**src/rtl/cbel_pkg.sv**
```systemverilog
// shared types, field widths and codes for the class bucketed event list
`default_nettype none

package cbel_pkg;

   localparam int unsigned CMD_W      = 2;
   localparam int unsigned CLASS_ID_W = 7;
   localparam int unsigned SITE_W     = 16;
   localparam int unsigned INDEX_W    = 10;
   localparam int unsigned STATUS_W   = 2;
   localparam int unsigned COUNT_W    = 11;

   localparam int unsigned NUM_CLASSES_DEF     = 128;
   localparam int unsigned SLOTS_PER_CLASS_DEF = 1024;
   localparam int unsigned SITE_BITS_DEF       = 16;

   localparam logic [CMD_W-1:0] OP_INSERT = 2'd0;
   localparam logic [CMD_W-1:0] OP_ERASE  = 2'd1;
   localparam logic [CMD_W-1:0] OP_READ   = 2'd2;

   localparam logic [STATUS_W-1:0] ST_OK        = 2'd0;
   localparam logic [STATUS_W-1:0] ST_FULL      = 2'd1;
   localparam logic [STATUS_W-1:0] ST_NOT_FOUND = 2'd2;
   localparam logic [STATUS_W-1:0] ST_RANGE     = 2'd3;

   typedef struct packed {
      logic load;
      logic clr_wr;
      logic decide;
      logic read_capture;
      logic scan_step;
      logic scan_end;
      logic rsp_load;
   } dp_cmd_type;

   typedef struct packed {
      logic             clr_last;
      logic             in_range;
      logic [CMD_W-1:0] op;
      logic             idx_ok;
      logic             scan_done;
      logic             out_free;
   } dp_sts_type;

endpackage

`default_nettype wire

```
**src/rtl/cbel_ctrl.sv**
```systemverilog
// controller state machine sequencing clear, insert, read and erase scans
`default_nettype none

module cbel_ctrl (
   input  wire logic                clock,
   input  wire logic                reset,
   input  wire logic                req_valid,
   output logic                     req_stall,
   input  wire cbel_pkg::dp_sts_type sts,
   output cbel_pkg::dp_cmd_type     cmd
);
   import cbel_pkg::*;

   typedef enum logic [5:0] {
      S_CLEAR  = 6'b000001,
      S_IDLE   = 6'b000010,
      S_DECIDE = 6'b000100,
      S_RDWAIT = 6'b001000,
      S_SCAN   = 6'b010000,
      S_FINISH = 6'b100000
   } state_type;

   state_type state_ff;
   state_type state_in;

   assign req_stall = (state_ff != S_IDLE);

   always_comb begin
      state_in = state_ff;
      cmd      = '0;
      case (state_ff)
         S_CLEAR: begin
            cmd.clr_wr = 1'b1;
            if (sts.clr_last) begin
               state_in = S_IDLE;
            end
         end
         S_IDLE: begin
            if (req_valid) begin
               cmd.load = 1'b1;
               state_in = S_DECIDE;
            end
         end
         S_DECIDE: begin
            cmd.decide = 1'b1;
            state_in   = S_FINISH;
            if (sts.in_range) begin
               if (sts.op == OP_READ && sts.idx_ok) begin
                  state_in = S_RDWAIT;
               end else if (sts.op == OP_ERASE) begin
                  state_in = S_SCAN;
               end
            end
         end
         S_RDWAIT: begin
            cmd.read_capture = 1'b1;
            state_in         = S_FINISH;
         end
         S_SCAN: begin
            if (sts.scan_done) begin
               cmd.scan_end = 1'b1;
               state_in     = S_FINISH;
            end else begin
               cmd.scan_step = 1'b1;
            end
         end
         S_FINISH: begin
            if (sts.out_free) begin
               cmd.rsp_load = 1'b1;
               state_in     = S_IDLE;
            end
         end
         default: begin
            state_in = S_CLEAR;
         end
      endcase
   end

   always_ff @(posedge clock) begin
      if (reset) begin
         state_ff <= S_CLEAR;
      end else begin
         state_ff <= state_in;
      end
   end

endmodule

`default_nettype wire

```
**config.mk**
```make
export PLATFORM = sky130hd
export DESIGN_NAME = cbel_ctrl
export DESIGN_NICKNAME = d
export VERILOG_FILES = /design/src/rtl/cbel_pkg.sv /design/src/rtl/cbel_ctrl.sv
export SDC_FILE = /design/constraint.sdc
export NUM_CORES = 1
export LEC_CHECK = 0
export ABC_CLOCK_PERIOD_IN_PS = 5500
export BUFFER_PORTS_ARGS = -buffer_cell sky130_fd_sc_hd__buf_2
export CAP_MARGIN = 20
export CORE_AREA = 2 2 39 41
export DETAILED_ROUTE_END_ITERATION = 16
export DIE_AREA = 0 0 41 43
export HOLD_SLACK_MARGIN = 0.05
export PLACE_DENSITY = 0.63
export SLEW_MARGIN = 20
export SYNTH_ARGS = -nofsm -noshare
export SYNTH_HDL_FRONTEND = slang
export SYNTH_SLANG_ARGS = --single-unit
export TNS_END_PERCENT = 10
```
**constraint.sdc**
```tcl
create_clock -name clock -period 5.5 [get_ports clock]
set_clock_uncertainty 0.2 [all_clocks]
set_input_delay 0.275 -clock clock [delete_from_list [all_inputs] [get_ports clock]]
set_output_delay 0.275 -clock clock [all_outputs]
set_load 0.05 [all_outputs]
```
# --- After elaboration in Yosys (flattened, before gate mapping) ---
# Cells that the tools add are included.
word_totals:
  reg_bits: 6
  in_bits: 10
  output_inout_bits: 8
op_classes:
  eq_ne: 13
  mux: 18
  reduce_logical: 2
ops:
  columns: ["operator", "n"]
  rows:
  - ["2-to-1 mux 6 bit", 7]
  - ["one-hot mux 6 bit (6 select lines)", 1]
  - ["2-to-1 mux 1 bit", 9]
  - ["!= test 2 bit (second input constant)", 4]
  - ["equality test 6 x 1 -> 1 bit (second input constant)", 1]
  - ["equality test 6 x 2 -> 1 bit (second input constant)", 1]
  - ["equality test 6 x 3 -> 1 bit (second input constant)", 1]
  - ["equality test 6 x 4 -> 1 bit (second input constant)", 1]
  - ["equality test 6 x 5 -> 1 bit (second input constant)", 1]
  - ["equality test 6 bit (second input constant)", 1]
  - ["!= test 6 x 2 -> 1 bit (second input constant)", 1]
  - ["AND reduction 4 bit", 1]
  - ["equality test 2 x 1 -> 1 bit (second input constant)", 1]
  - ["equality test 2 bit (second input constant)", 1]
  - ["2-to-1 mux 2 bit", 1]
  - ["logical AND 1 bit", 1]

# --- Longest topological paths before layout ---
# Gate-level depths: netlist of the first run.
depth:
  word_depth: 5
  ltp_mapped: 5
  ltp_nobuf: 4

# --- Worst setup path before layout of the first run ---
# OpenSTA, ideal clock, no wires.
synth_path:
  path_kind: "reg-to-output"
  from: "reg state_ff[2]"
  to: "out cmd[6] (netlist bit)"
  t_arrival_ps: 2028
  setup_slack_ps: 2997
  stages_incl_launch_ff: 4
  path_cell_list: "dfxtp_1 > nor4_1 > nand3b_1 > nor2_1"
synth_rtl:
  columns: ["element", "line_no", "rtl"]
  rows:
  - ["start, declared", "cbel_ctrl.sv:23", "state_type state_ff;"]
  - ["start signal, assigned", "cbel_ctrl.sv:83", "state_ff <= state_in;"]
  - ["end, declared", "cbel_ctrl.sv:10", "output cbel_pkg::dp_cmd_type cmd"]

==> metrics.cfg, run 1 <==
[setup_path]
crit_fanout = 9
crit_type = flip-flop to primary output
critPathRequiredTime_ns = 5.03
cp-end-kind = primary output
arrival_ns = 1.87
cp-start-kind = flip-flop

[global_route]
antenna_found_initial = 0
grt_max_degree = 11
grt_overflow_total = 0
track_usage_pct = 12.5
grt_first_pass_wirelength_um = 1490
first_global_vias = 345

[die]
die_height_um = 43
rows = 14
die_area_mm2 = 0.00176
coreArea_mm2 = 0.00138
start_util_pct = 32.5
dieWidth_um = 41
pin_count = 18

[drt]
first_pass_iters = 4
wire_per_inst_um = 11.6
vias_per_cell = 5.23
wl_um = 999
postRouteAntennaNets = 0
drt_iter0_markers = 10
route.vias.total = 450
drc = 0

[sta]
rsz0062_at_grt = false
finalCritPeriodShare_pct = 42.6
finalSetupTns_ns = 0
fmax_ghz = 0.426
slew_viol_final = 0
worst_pin_slew_ns = 0.470
period_needed_ns = 2.35
holdWs_ns = 0.0951
hold_viol = 0
setup_violations = 0
max_slew_margin_pct = 68.4

[synth]
synth_top_family_by_area = simple AND/OR/NAND/NOR gates
ys_warn_count = 0
synth_mux_area_share_pct = 0
netlist_area_um2 = 450
synth-xor-area-share_pct = 1.94
syn_avg_cell_area_um2 = 8.83
synthesis.nets = 61
yosysSeqAreaShare_pct = 26.7
syn_inst = 51
synth-compound-area-share_pct = 18.1
synth_seq_cells = 6
synth_fa_ha_area_share_pct = 0
yosys.area_share.simple_pct = 46.4
synth.distinct_cells = 31

[cells_and_area]
diodes = 0
final_cell_count_no_fill = 86
most-common-layout-cells = buf_2, dfxtp_1, inv_1
layout_commonest_cell = buf_2
area_growth_pct = 26.9
largest_reg_flops = 6
utilization_pct = 41.3
regMostFlops = state_ff
largestRegisters = state_ff (6)
layout-drive-gt1-share_pct = 41.4
fill_cells = 150
nNetsFinal = 82

[power_and_ir_drop]
max-vdd-ir-drop_uv = 183
leakagePower_nw = 0.265
powerDensity_mw_per_mm2 = 406
fin_total_pwr_w = 0.000232

[cts]
cts.clk_slew.worst_paths_ns = 0.04
h-tree-depth = 1
clk_path_buf_depth = 2
cts_buffers = 3
hold_buffers = 1
clockRootBuffer = clkbuf_4
clk_latency_ns = 0.25
cts_sinks = 6
cts_resized = 0
cts_tree = done
cts_setup_buffers = 0

[placed_design]
gp_congestion = 0.730
dp.cells = 82
io_buffers = 17
place_hpwl_um = 799

[hold_path]
hold_class = input port to flip-flop

[run_status]
outcome = completed

[job]
drv_cap = 0

final timing paths:
check / to / start / cells after the start / slack, ns
hold reg to reg: state_ff[4] / state_ff[3] / 3 / 0.46
setup reg to reg: state_ff[3] / state_ff[1] / 4 / 3.51
hold / removal: state_ff[4] / sts[5] / 3 / 0.1
setup / recovery: cmd[2] / state_ff[1] / 4 / 3.15
kinds of logic after synthesis:
| family | Yosys count |
|---|---|
| buffers and inverters | 6 |
| AND/OR/NAND/NOR | 26 |
| XOR/XNOR | 1 |
| flip-flops | 6 |
| AO/OA/AOI/OAI | 12 |
stage by stage:
step	cell area, um^2	setup slack [ns]
finish	572	3.15
global route	572	3.09
CTS	572	3.15
detailed placement	539	3.42
global placement	539	3.44
floorplan	450	3.00
power by group:
group | switching, W | total [W] | internal (W)
registers | 0.0000161 | 0.0000691 | 0.0000531
clock network | 0.0000160 | 0.0000407 | 0.0000247
logic | 0.0000690 | 0.000122 | 0.0000532
cell usage after synthesis, drive strengths merged:
| cell | count | area share, % |
|---|---|---|
| a211oi | 2 | 4.4 |
| a21oi | 3 | 3.3 |
| a31oi | 1 | 1.4 |
| and2 | 2 | 2.8 |
| and3 | 1 | 1.4 |
| and3b | 2 | 3.9 |
| and4 | 2 | 4.4 |
| buf | 2 | 3.6 |
| dfxtp | 6 | 27 |
| inv | 4 | 3.3 |
| nand2b | 1 | 1.4 |
| nand3 | 1 | 1.1 |
| nand3b | 1 | 1.7 |
| nor2 | 3 | 2.5 |
| nor2b | 2 | 2.8 |
| nor3b | 4 | 8.9 |
| nor4 | 1 | 1.4 |
| o2111ai | 1 | 1.9 |
| o211ai | 1 | 1.7 |
| o21ai | 3 | 3.3 |
| o311ai | 1 | 1.9 |
| or2 | 1 | 1.4 |
| or3 | 2 | 5.0 |
| or4 | 1 | 1.7 |
| or4b | 2 | 6.1 |
| xor2 | 1 | 1.9 |
worst max-delay path, stage by stage (launching register included):
cell and delay, ns:
dfxtp_1 0.37, or4b_4 0.55, or3_4 0.38, inv_1 0.07
buf_2 0.25
per-layer routing:
| metal | routed length [um] | GRT usage (%) | vias up | share of wire [%] |
|---|---|---|---|---|
| li1 | - | - | 233 | - |
| met2 | 414 | 14.4 | 13 | 41 |
| met3 | 38 | 1.57 | 4 | 3.8 |
| met1 | 525 | 19.4 | 200 | 53 |
| met4 | 22 | 10.0 | 0 | 2.2 |
| met5 | 0 | 0 | - | 0 |
layout make-up:
type	instances	area (um^2)	area share (%)
clock buffers	3	22.5	3.94
inverters	4	15.0	2.63
repair buffers	18	95.1	16.6
well taps	16	20.0	3.50
multi-input cells	39	299	52.3
flip-flops and latches	6	120	21.0
(Power assumes the default switching activity.)
==> run 2: changes to the inputs <==
--- a/config.mk
+++ b/config.mk
@@ -5,14 +5,15 @@
 export SDC_FILE = /design/constraint.sdc
 export NUM_CORES = 1
 export LEC_CHECK = 0
-export ABC_CLOCK_PERIOD_IN_PS = 5500
+export ABC_AREA = 1
+export ABC_CLOCK_PERIOD_IN_PS = 2000
 export BUFFER_PORTS_ARGS = -buffer_cell sky130_fd_sc_hd__buf_2
 export CAP_MARGIN = 20
 export CORE_AREA = 2 2 39 41
 export DETAILED_ROUTE_END_ITERATION = 16
 export DIE_AREA = 0 0 41 43
 export HOLD_SLACK_MARGIN = 0.05
-export PLACE_DENSITY = 0.63
+export PLACE_DENSITY = 0.64
 export SLEW_MARGIN = 20
 export SYNTH_ARGS = -nofsm -noshare
 export SYNTH_HDL_FRONTEND = slang
==> constraint.sdc (replaced) <==
create_clock -name clock -period 2 [get_ports clock]
set_clock_uncertainty 0.2 [all_clocks]
set_input_delay 0.1 -clock clock [delete_from_list [all_inputs] [get_ports clock]]
set_output_delay 0.1 -clock clock [all_outputs]
set_load 0.05 [all_outputs]
==> metrics.cfg, run 2 <==
[hold_path]
hold_class = input port to flip-flop

[global_route]
first_global_vias = 422  ; +22%
track_usage_pct = 13.5  ; +1.0 points
grt_max_degree = 9  ; -2
grt_overflow_total = 0  ; unchanged
grt_first_pass_wirelength_um = 1590  ; +6.9%
antenna_found_initial = 0  ; unchanged

[cts]
clk_latency_ns = 0.24  ; about the same
h-tree-depth = 1  ; unchanged
cts_sinks = 6  ; unchanged
cts_buffers = 3  ; unchanged
clockRootBuffer = clkbuf_4
cts_tree = done
clk_path_buf_depth = 2  ; unchanged
cts.clk_slew.worst_paths_ns = 0.04  ; about the same

[sta]
setup_violations = 0  ; unchanged
period_needed_ns = 1.88
slew_viol_final = 0  ; unchanged
max_slew_margin_pct = 83.6  ; +15 points
fin_ws_ns = 0.122  ; -3.03 ns
worst_pin_slew_ns = 0.248  ; -0.222 ns
hold_viol = 0  ; unchanged
rsz0062_at_grt = false
fmax_ghz = 0.533
finalSetupTns_ns = 0  ; unchanged
finalCritPeriodShare_pct = 93.9

[drt]
m1WireLength_um = 467  ; -11%
top_layer = met4
route.met3.wl_um = 70  ; +84%
wl_um = 1040  ; +4.1%
drc = 0  ; unchanged
postRouteAntennaNets = 0  ; unchanged
wire_per_inst_um = 8.97  ; -23%
vias_per_cell = 4.47  ; -14%
first_pass_iters = 4  ; unchanged
drt_iter0_markers = 5  ; -5
route.met2.wl_um = 493  ; +19%
route.vias.total = 519  ; +15%

[power_and_ir_drop]
powerDensity_mw_per_mm2 = 650  ; +60%
fin_total_pwr_w = 0.000442  ; +90%
leakagePower_nw = 0.398  ; +50%
max-vdd-ir-drop_uv = 403  ; +120%

[cells_and_area]
stdcell_area_um2 = 679  ; +19%
area_growth_pct = 57.4
fill_cells = 141  ; -6.0%
nNetsFinal = 112  ; +37%
regMostFlops = state_ff
diodes = 0  ; unchanged
largest_reg_flops = 6  ; unchanged
most-common-layout-cells = inv_1, buf_2, nand2_1
layout-drive-gt1-share_pct = 33.0  ; -8.4 points
largestRegisters = state_ff (6)
multiInputGateArea_um2 = 263  ; -12%
ff_latch_area_um2 = 120  ; unchanged

[synth]
synthesis.nets = 79  ; +30%
synth_flop_cell = dfxtp_1
syn_inst = 69  ; +35%
synth_common_cells = inv_1, nand2_1, nor2_1, nand3_1, dfxtp_1
synth.distinct_cells = 14  ; -55%
synth_largest_area_cell = dfxtp_1
async_flop_share_pct = 0  ; unchanged
synth_edf_count = 0  ; unchanged
synthTopCellsByArea = dfxtp_1, inv_1, nand2_1
ys_warn_count = 0  ; unchanged
yosysSeqAreaShare_pct = 27.8  ; +1.2 points
netlist_area_um2 = 432  ; -4.2%
synth_seq_cells = 6  ; unchanged
synth_top_cell_area_share_pct = 27.8  ; +1.2 points
synth_most_common_cell = inv_1
syn_avg_cell_area_um2 = 6.26  ; -29%

[placed_design]
gp_congestion = 0.855  ; +17%
post-place-ws_ns = 0.626  ; -2.79 ns
io_buffers = 17  ; unchanged
place_hpwl_um = 756  ; -5.4%
placed_area_um2 = 539  ; unchanged

[die]
die_height_um = 43  ; unchanged
pin_count = 18  ; unchanged
rows = 14  ; unchanged
dieWidth_um = 41  ; unchanged
start_util_pct = 31.2  ; -1.4 points
die_area_mm2 = 0.00176  ; unchanged
coreArea_mm2 = 0.00138  ; unchanged

[setup_path]
reg2reg_from = state_ff[0]
cp-end-kind = flip-flop
arrival_ns = 1.80  ; -0.07 ns
reg2reg_to = state_ff[5]
rr_worst_depth = 8  ; +4
r2r_slack_ns = 0.13  ; -3.38 ns
crit_start = sts[1]
crit_fanout = 4  ; -5
crit_type = input port to flip-flop
cp-start-kind = input port
critPathRequiredTime_ns = 1.93  ; -3.10 ns
setup.worst_path.end = state_ff[5]

[job]
drv_cap = 0  ; unchanged

[run_status]
outcome = completed

-- run 2: cell count changes after synthesis, sizes merged, moves of 3 or more --
cell,before,now
nand3,1,7
o21ai,3,0
inv,4,17
nand4,0,5
nor3b,4,0
nand2,0,13
nor2,3,16
-- run 2: final cells by class --
cell class	count	share of cell area (%)
Clock buffer	3	3.31
Inverter	17	9.39
Multi-Input combinational cell	46	38.7
Sequential cell	6	17.7
Tap cell	16	2.95
Timing Repair Buffer	28	28.0
-- run 2: timing repair --
item,in CTS,in global routing
buffers inserted,0,2
endpoints found under the setup margin,0,1
gates resized for setup,0,3
endpoints found under the hold margin,6,0
hold buffers,9,0
-- run 2: worst min path at each step --
stage                     startpoint          end  slack [ns]  cells past startpoint
final                         sts[0]  state_ff[3]        0.25                      7
after floorplan                reset  state_ff[5]       -0.04                      1
after CTS                     sts[0]  state_ff[3]        0.26                      7
after global placement         reset  state_ff[5]        0.11                      2
after global routing          sts[0]  state_ff[3]        0.30                      7
after detailed placement       reset  state_ff[5]        0.12                      2
-- run 2: worst max-delay path: stages --
cell	delay (ns)
dlygate4sd3_1	0.53
buf_2	0.12
inv_1	0.08
nand4_2	0.13
nand2_1	0.13
nor2_4	0.06
nand2_1	0.07
a21oi_2	0.05
dlygate4sd3_1	0.54
-- run 2: metrics by stage --
| step | util, % | std cells | hold slack [ns] |
|---|---|---|---|
| 4_1_cts | 47.1 | 114 | 0.261 |
| 3_3_place_gp | 39.0 | 102 | 0.113 |
| 3_5_place_dp | 39.0 | 102 | 0.117 |
| 5_1_grt | 49.1 | 116 | 0.299 |
| 2_1_floorplan | - | 69 | -0.0376 |
| 6_report | 49.1 | 116 | 0.249 |
-- run 2: cells by family after synthesis --
logic type	share of synthesized area, %
and+or+nand+nor	53.0
buffers and inverters	14.8
DFF	27.8
AOI/OAI and AO/OA	4.35
-- run 2: layer usage --
layer,GRT usage (%),vias to the layer above
li1,-,279
met1,16.8,221
met2,19.1,17
met3,3.14,2
met4,10.0,0
met5,0,-
-- run 2: where the power goes --
part | switching, W | total (W) | internal, W
clock | 0.0000431 | 0.000111 | 0.0000678
sequential | 0.0000154 | 0.000148 | 0.000133
combinational | 0.000122 | 0.000182 | 0.0000603
total | 0.000181 | 0.000442 | 0.000261
